### config.mk
export PLATFORM = sky130hd
export DESIGN_NAME = serial_frame_receiver
export DESIGN_NICKNAME = d
export VERILOG_FILES = /design/src/rtl/sfr_pkg.sv /design/src/rtl/sfr_cfg_regs.sv /design/src/rtl/sfr_deframe.sv /design/src/rtl/serial_frame_receiver.sv
export SDC_FILE = /design/constraint.sdc
export NUM_CORES = 1
export LEC_CHECK = 0
export BUFFER_PORTS_ARGS = -buffer_cell sky130_fd_sc_hd__buf_2
export CAP_MARGIN = 20
export CELL_PAD_IN_SITES_DETAIL_PLACEMENT = 0
export CELL_PAD_IN_SITES_GLOBAL_PLACEMENT = 1
export CORE_MARGIN = 1.5
export CORE_UTILIZATION = 47
export CTS_CLUSTER_DIAMETER = 60
export CTS_CLUSTER_SIZE = 24
export DETAILED_ROUTE_END_ITERATION = 6
export PLACE_DENSITY = 0.95
export SYNTH_ARGS = -nofsm -noshare
export SYNTH_HDL_FRONTEND = slang
export SYNTH_HIERARCHICAL = 1
export SYNTH_SLANG_ARGS = --single-unit
### constraint.sdc
create_clock -name clk -period 5.98 [get_ports clk]
set_input_delay 1.794 -clock clk [delete_from_list [all_inputs] [get_ports clk]]
set_output_delay 1.794 -clock clk [all_outputs]
set_load 0.02 [all_outputs]
### src/rtl/sfr_pkg.sv
// ----------------------------------------------------------------------------
// sfr_pkg
// Types, codes and the crc-16 byte update shared by the frame receiver.
// ----------------------------------------------------------------------------
package sfr_pkg;

  localparam int HEADER_BYTES = 5;
  localparam logic [15:0] CRC_POLY = 16'h1021;

  // byte positions inside a frame
  localparam logic [8:0] POS_SYNC0 = 9'd0;
  localparam logic [8:0] POS_SYNC1 = 9'd1;
  localparam logic [8:0] POS_LEN   = 9'd2;
  localparam logic [8:0] POS_HCS   = 9'd3;
  localparam logic [8:0] POS_CRC   = 9'(HEADER_BYTES - 1);
  localparam logic [8:0] POS_BODY  = 9'(HEADER_BYTES);

  // end-of-frame status codes
  localparam logic [1:0] ST_OK       = 2'd0;
  localparam logic [1:0] ST_BAD_CRC  = 2'd1;
  localparam logic [1:0] ST_TOO_LONG = 2'd2;

  // register indexes
  localparam logic [1:0] REG_SYNC_FIRST   = 2'd0;
  localparam logic [1:0] REG_SYNC_SECOND  = 2'd1;
  localparam logic [1:0] REG_MAX_BODY_LEN = 2'd2;

  typedef struct packed {
    logic [7:0] sync_first;
    logic [7:0] sync_second;
    logic [7:0] max_body_len;
  } cfg_t;

  typedef struct packed {
    logic       has_data;
    logic [7:0] body_byte;
    logic       frame_done;
    logic [1:0] frame_status;
    logic [7:0] frame_length;
  } res_t;

  // crc-16 update by one byte, msb first, no reflection
  function automatic logic [15:0] crc16_byte(input logic [15:0] crc, input logic [7:0] b);
    logic [15:0] c;
    c = crc ^ {b, 8'h00};
    for (int k = 0; k < 8; k++) begin
      c = c[15] ? ({c[14:0], 1'b0} ^ CRC_POLY) : {c[14:0], 1'b0};
    end
    return c;
  endfunction

endpackage

### src/rtl/sfr_cfg_regs.sv
// ----------------------------------------------------------------------------
// sfr_cfg_regs
// APB register file holding the sync bytes and the body length limit.
// ----------------------------------------------------------------------------
module sfr_cfg_regs import sfr_pkg::*; (
  input  logic        clk,
  input  logic        rst_n,
  input  logic        psel,
  input  logic        penable,
  input  logic        pwrite,
  input  logic [3:0]  paddr,
  input  logic [31:0] pwdata,
  output logic [31:0] prdata,
  output logic        pready,
  output cfg_t        cfg
);

  cfg_t       cfg_r;
  logic [1:0] reg_idx;
  logic       wr_en;

  assign reg_idx = paddr[3:2];
  assign wr_en   = psel & penable & pwrite;
  assign pready  = 1'b1;
  assign cfg     = cfg_r;

  // register writes, indexes past the list are dropped
  always_ff @(posedge clk) begin
    if (!rst_n) begin
      cfg_r.sync_first   <= 8'd170;
      cfg_r.sync_second  <= 8'd85;
      cfg_r.max_body_len <= 8'd255;
    end else if (wr_en) begin
      case (reg_idx)
        REG_SYNC_FIRST:   cfg_r.sync_first   <= pwdata[7:0];
        REG_SYNC_SECOND:  cfg_r.sync_second  <= pwdata[7:0];
        REG_MAX_BODY_LEN: cfg_r.max_body_len <= pwdata[7:0];
        default: ;
      endcase
    end
  end

  // read mux
  always_comb begin
    case (reg_idx)
      REG_SYNC_FIRST:   prdata = {24'd0, cfg_r.sync_first};
      REG_SYNC_SECOND:  prdata = {24'd0, cfg_r.sync_second};
      REG_MAX_BODY_LEN: prdata = {24'd0, cfg_r.max_body_len};
      default:          prdata = 32'd0;
    endcase
  end

endmodule

### src/rtl/sfr_deframe.sv
// ----------------------------------------------------------------------------
// sfr_deframe
// Input register, header hunt and body crc, and the result register.
// ----------------------------------------------------------------------------
module sfr_deframe import sfr_pkg::*; (
  input  logic       clk,
  input  logic       rst_n,
  input  cfg_t       cfg,
  input  logic       in_valid,
  output logic       in_ready,
  input  logic [7:0] in_rx_byte,
  output logic       out_valid,
  input  logic       out_ready,
  output res_t       out_res
);

  logic        s1_valid_r;
  logic [7:0]  s1_byte_r;
  logic [8:0]  pos_r, pos_nxt;
  logic [7:0]  len_r, len_nxt;
  logic [7:0]  exp_crc_r, exp_crc_nxt;
  logic [15:0] crc_r, crc_nxt;
  logic        out_valid_r;
  res_t        res_r;

  logic        emit;
  logic        done;
  logic        has;
  logic [7:0]  hcs;
  logic [8:0]  taken;
  logic        s1_go;
  res_t        res_nxt;

  assign hcs   = cfg.sync_first + cfg.sync_second + len_r;
  assign taken = pos_r - POS_CRC;

  // frame state walk for the byte held in the input register
  always_comb begin
    pos_nxt     = pos_r;
    len_nxt     = len_r;
    exp_crc_nxt = exp_crc_r;
    crc_nxt     = crc_r;
    emit        = 1'b0;
    done        = 1'b0;
    has         = 1'b0;
    case (pos_r)
      POS_SYNC0: pos_nxt = (s1_byte_r == cfg.sync_first) ? POS_SYNC1 : POS_SYNC0;
      POS_SYNC1: pos_nxt = (s1_byte_r == cfg.sync_second) ? POS_LEN : POS_SYNC0;
      POS_LEN: begin
        len_nxt = s1_byte_r;
        pos_nxt = POS_HCS;
      end
      POS_HCS: pos_nxt = (s1_byte_r == hcs) ? POS_CRC : POS_SYNC0;
      POS_CRC: begin
        exp_crc_nxt = s1_byte_r;
        crc_nxt     = 16'd0;
        if (len_r == 8'd0) begin
          pos_nxt = POS_SYNC0;
          emit    = 1'b1;
          done    = 1'b1;
        end else begin
          pos_nxt = POS_BODY;
        end
      end
      default: begin
        crc_nxt = crc16_byte(crc_r, s1_byte_r);
        emit    = 1'b1;
        has     = 1'b1;
        if (taken >= {1'b0, len_r}) begin
          pos_nxt = POS_SYNC0;
          done    = 1'b1;
        end else begin
          pos_nxt = pos_r + 9'd1;
        end
      end
    endcase
  end

  // result fields, crc mismatch wins over the length limit
  always_comb begin
    res_nxt.has_data     = has;
    res_nxt.body_byte    = has ? s1_byte_r : 8'd0;
    res_nxt.frame_done   = done;
    res_nxt.frame_length = done ? len_r : 8'd0;
    if (!done) begin
      res_nxt.frame_status = ST_OK;
    end else if (crc_nxt[7:0] != exp_crc_nxt) begin
      res_nxt.frame_status = ST_BAD_CRC;
    end else if (len_r > cfg.max_body_len) begin
      res_nxt.frame_status = ST_TOO_LONG;
    end else begin
      res_nxt.frame_status = ST_OK;
    end
  end

  // the held byte moves on unless its result finds the output slot taken
  assign s1_go    = s1_valid_r & (~emit | ~out_valid_r | out_ready);
  assign in_ready = ~s1_valid_r | s1_go;

  // input register
  always_ff @(posedge clk) begin
    if (!rst_n) begin
      s1_valid_r <= 1'b0;
    end else if (in_valid && in_ready) begin
      s1_valid_r <= 1'b1;
    end else if (s1_go) begin
      s1_valid_r <= 1'b0;
    end
  end

  always_ff @(posedge clk) begin
    if (in_valid && in_ready) begin
      s1_byte_r <= in_rx_byte;
    end
  end

  // frame state
  always_ff @(posedge clk) begin
    if (!rst_n) begin
      pos_r     <= POS_SYNC0;
      len_r     <= 8'd0;
      exp_crc_r <= 8'd0;
      crc_r     <= 16'd0;
    end else if (s1_go) begin
      pos_r     <= pos_nxt;
      len_r     <= len_nxt;
      exp_crc_r <= exp_crc_nxt;
      crc_r     <= crc_nxt;
    end
  end

  // result register
  always_ff @(posedge clk) begin
    if (!rst_n) begin
      out_valid_r <= 1'b0;
    end else if (s1_go && emit) begin
      out_valid_r <= 1'b1;
    end else if (out_ready) begin
      out_valid_r <= 1'b0;
    end
  end

  always_ff @(posedge clk) begin
    if (s1_go && emit) begin
      res_r <= res_nxt;
    end
  end

  assign out_valid = out_valid_r;
  assign out_res   = res_r;

endmodule

### src/rtl/serial_frame_receiver.sv
// ----------------------------------------------------------------------------
// serial_frame_receiver
// Byte-serial deframer: sync header hunt, body pass-through, crc-16 check.
// ----------------------------------------------------------------------------
//  channel  | ports                                   | transfer when
//  ---------+-----------------------------------------+-----------------------
//  input    | in_valid in_ready in_rx_byte            | in_valid & in_ready
//  result   | out_valid out_ready out_has_data ...    | out_valid & out_ready
//  config   | psel penable pwrite paddr pwdata prdata | psel&penable&pwrite
//
//  one byte per cycle sustained unless the result side stalls; a byte is held
//  in the input register and its result, if any, then in the result register.
//  the crc update and header checks are combinational logic on the held byte.
//  a stalled result holds the input register once a second result is due;
//  header bytes never wait on the result side, except the crc byte of an
//  empty frame, which carries the frame end.
//  synchronous reset returns to the first-sync hunt with crc and lengths zero.
// ----------------------------------------------------------------------------
module serial_frame_receiver import sfr_pkg::*; (
  input  logic        clk,
  input  logic        rst_n,
  input  logic        psel,
  input  logic        penable,
  input  logic        pwrite,
  input  logic [3:0]  paddr,
  input  logic [31:0] pwdata,
  output logic [31:0] prdata,
  output logic        pready,
  input  logic        in_valid,
  output logic        in_ready,
  input  logic [7:0]  in_rx_byte,
  output logic        out_valid,
  input  logic        out_ready,
  output logic        out_has_data,
  output logic [7:0]  out_body_byte,
  output logic        out_frame_done,
  output logic [1:0]  out_frame_status,
  output logic [7:0]  out_frame_length
);

  cfg_t cfg;
  res_t res;

  // configuration registers
  sfr_cfg_regs u_cfg (
    .clk     (clk),
    .rst_n   (rst_n),
    .psel    (psel),
    .penable (penable),
    .pwrite  (pwrite),
    .paddr   (paddr),
    .pwdata  (pwdata),
    .prdata  (prdata),
    .pready  (pready),
    .cfg     (cfg)
  );

  // deframing datapath
  sfr_deframe u_deframe (
    .clk        (clk),
    .rst_n      (rst_n),
    .cfg        (cfg),
    .in_valid   (in_valid),
    .in_ready   (in_ready),
    .in_rx_byte (in_rx_byte),
    .out_valid  (out_valid),
    .out_ready  (out_ready),
    .out_res    (res)
  );

  // result fields
  assign out_has_data     = res.has_data;
  assign out_body_byte    = res.body_byte;
  assign out_frame_done   = res.frame_done;
  assign out_frame_status = res.frame_status;
  assign out_frame_length = res.frame_length;

endmodule

==> impl_metrics.toml <==
[power]
power.total_mw = 1.54
leakage_nw = 2.86
p_clk_share_pct = 36.3
seqPwrFrac_pct = 46.1
peakVddDrop_uv = 147
switchingPower_mw = 0.454
sw_frac_of_total_pct = 29.5
combPwrFrac_pct = 17.6
p_per_area_nw_per_um2 = 225
internal_power_mw = 1.09

[detailed_routing]
antenna_left = 0
initialDrtViolationCount = 382
vias = 4788
finalWirelength_mm = 14.5
drcViolationCount = 0
route.detailed.wl_per_inst_um = 16.5
viasPerCell = 5.47
drt_pre_antenna_iters = 4

[critical_path]
critPathMaxFanout = 15
crit_required_ns = 4.19
crit_type = "reg2out"
endpoint_kind = "output pin"
critPathLaunchType = "flop"
cp.arrival_ns = 3.43

[logic_synthesis]
yosysTopAreaCell = "dfxtp_1"
synth_xor_xnor_area_share_pct = 11.7
synth_edf_count = 28
synth_cell_types = 68
yosys.area_share.simple_pct = 18.3
synth_compound_area_share_pct = 11.0
yosysTopAreaCellShare_pct = 21.4
syn_avg_cell_area_sq_um = 9.47
muxShareOfSynthArea_pct = 8.16
ys.flop_type = "dfxtp_1"
synth_seq_cells = 95
syn_inst = 662
syn_area_sq_um = 6270
seq_area_frac_synth_pct = 34.8
yosys-top-cells-area = "dfxtp_1, edfxtp_1, mux2i_1"
synthAdderAreaFrac_pct = 8.54
synth_top_family_by_area = "simple AND/OR/NAND/NOR gates"
ys_warn_count = 6
ys_async_sr_fraction_pct = 0

[cells_and_area]
drive_above_1_share_pct = 12.9
area_growth_pct = 9.08
final_nets = 784
n_fill_cell = 1212
fin_cells = 876
regArea_sq_um = 2180
final_area_sq_um = 6840
multiInputGateArea_sq_um = 3710
n_antenna_cell = 0

[clock_network]
clk_pin_slew_ns = 0.07
root_buffer = "clkbuf_16"
cts.sinks = 95
cts_made_buffers = 9
cts_resized = 0
cts_tree = "yes"
cts_buffer_depth = 2
hold_buffers = 0
cts_max_level = 3
clock_latency_ns = 0.36
post_cts_buffers = 0

[floorplan]
dieArea_sq_um = 14000
die_h_um = 119
start_util_pct = 47.7
rows = 42
die_w_um = 119
num_io_pins = 106
core_sq_um = 13100

[sta]
slew_viol_final = 0
fin_crit_sh_pct = 87.4
setup_viol = 0
maxClockFrequency_mhz = 191
fin_skew_ns = 0.0108
fin_crit_ns = 5.23
rsz0062_at_grt = "false"
setup_tns_ns = 0
worstMarginPinSlew_ns = 0.733
hold_viol_final = 0
relSlewSlack_pct = 50.8

[global_route]
grt_max_degree = 79
grt_use_met2_pct = 33.2
grt_pass1_vias = 4780
track_usage_pct = 21.7
antenna_found_initial = 0
grt_overflow = 0
busiest_layer = "met2"
met1_usage_pct = 28.6
grt_pass1_wl_mm = 24.0
met3_usage_pct = 6.42

[placement]
dp_cells = 859
io_buffers = 54
dp_hpwl_mm = 10.6
placed_area_sq_um = 6540
gp_congestion = 0.917

[worst_hold_path]
worstHoldPathType = "reg2reg"

[flow_run]
maxCapViolations = 0

[status]
outcome = "complete, no violations"
==> logic make-up after synthesis <==
group / Yosys count
AO/OA/AOI/OAI: 103
XOR/XNOR: 72
adder cells (fa/ha/maj): 38
buffers and inverters: 92
flip-flops: 95
multiplexers: 51
other: 2
AND/OR/NAND/NOR: 209
==> layout make-up <==
| class | count | share of cell area [%] |
|---|---|---|
| Clock buffer | 9 | 3.29 |
| Timing Repair Buffer | 59 | 4.68 |
| Tap cell | 176 | 3.22 |
| Sequential cell | 95 | 31.9 |
| Inverter | 32 | 1.76 |
| Clock inverter | 7 | 0.878 |
| Multi-Input combinational cell | 498 | 54.3 |
==> worst paths after layout <==
check                     start                  to  slack [ns]  cells after the start
max          u_deframe/pos_r[0]            in_ready        0.75                      8
min          u_deframe/crc_r[9]  u_deframe/crc_r[9]        0.48                      2
max reg2reg  u_deframe/pos_r[4]  u_deframe/pos_r[8]        2.22                      7
min reg2reg  u_deframe/crc_r[9]  u_deframe/crc_r[9]        0.48                      2
==> metrics by stage <==
stage	hold slack (ns)	setup slack, ns	util [%]
3_3_place_gp	0.471	1.21	49.7
2_1_floorplan	0.454	1.62	-
5_1_grt	0.519	0.570	52.1
4_1_cts	0.494	0.744	51.9
6_report	0.484	0.751	52.1
3_5_place_dp	0.487	1.16	49.7
==> metal layers <==
layer  routed length, um  share of wire, %
met4                 382               2.6
met1                6440                45
met2                6480                45
met3                1170               8.1
met5                   0                 0
==> layout by cell type, fill, tap and decap left out, drive strengths merged, types with 3 or more instances in the layout <==
master / synthesis / layout
a211oi: 3 / 3
a21boi: 6 / 6
a21o: 8 / 8
a21oi: 21 / 21
a22oi: 7 / 7
a31oi: 3 / 3
and2: 9 / 9
and3: 3 / 3
buf: 38 / 59
clkbuf: 22 / 9
conb: 2 / 25
dfxtp: 67 / 67
edfxtp: 28 / 28
fa: 8 / 8
ha: 30 / 30
inv: 32 / 38
mux2i: 50 / 50
nand2: 55 / 55
nand2b: 7 / 7
nand3: 10 / 10
nand4: 8 / 8
nor2: 19 / 19
nor2b: 55 / 55
nor3: 24 / 24
nor4: 6 / 6
o211ai: 3 / 3
o21a: 3 / 3
o21ai: 28 / 28
or3: 4 / 4
xnor2: 39 / 39
xnor3: 7 / 7
xor2: 26 / 26
==> cell usage after synthesis, types with 3 or more instances <==
master	number
a211oi_1	3
a21boi_0	6
a21o_1	8
a21oi_1	21
a22oi_1	7
a31oi_1	3
and2_1	8
and3_1	3
buf_2	10
buf_4	26
clkbuf_1	22
dfxtp_1	67
edfxtp_1	28
fa_1	8
ha_1	30
inv_1	32
mux2i_1	50
nand2_1	54
nand2b_1	7
nand3_1	10
nand4_1	8
nor2_1	17
nor2b_1	55
nor3_1	23
nor4_1	5
o211ai_1	3
o21a_1	3
o21ai_0	27
or3_1	4
xnor2_1	38
xnor3_1	7
xor2_1	26
==> power by group through the flow <==
stage	logic, mW	clock network (mW)	registers [mW]
global route	0.298	0.600	0.711
finish	0.271	0.559	0.709
floorplan	0.224	0	0.712
global placement	0.259	0	0.722
CTS	0.268	0.571	0.708
detailed placement	0.266	0	0.723
==> worst max-delay path, stage by stage (launching register included) <==
cell and delay (ns):
dfxtp_1 0.42, inv_1 0.13, ha_1 0.28, or4_1 0.67, and4_1 0.44, o21a_1 0.40, nand2b_1 0.25, or2_2 0.32
buf_2 0.17
==> registers in the layout, summed over array words and instances (netlist names), 8 cells and up <==
register	flops
u_deframe/out_res	20
u_deframe/len_r	8
u_deframe/s1_byte_r	8
u_deframe/pos_r	9
u_deframe/exp_crc_r	8
u_cfg/cfg	24
u_deframe/crc_r	16
No activity file was read; power rests on OpenSTA's default activity.
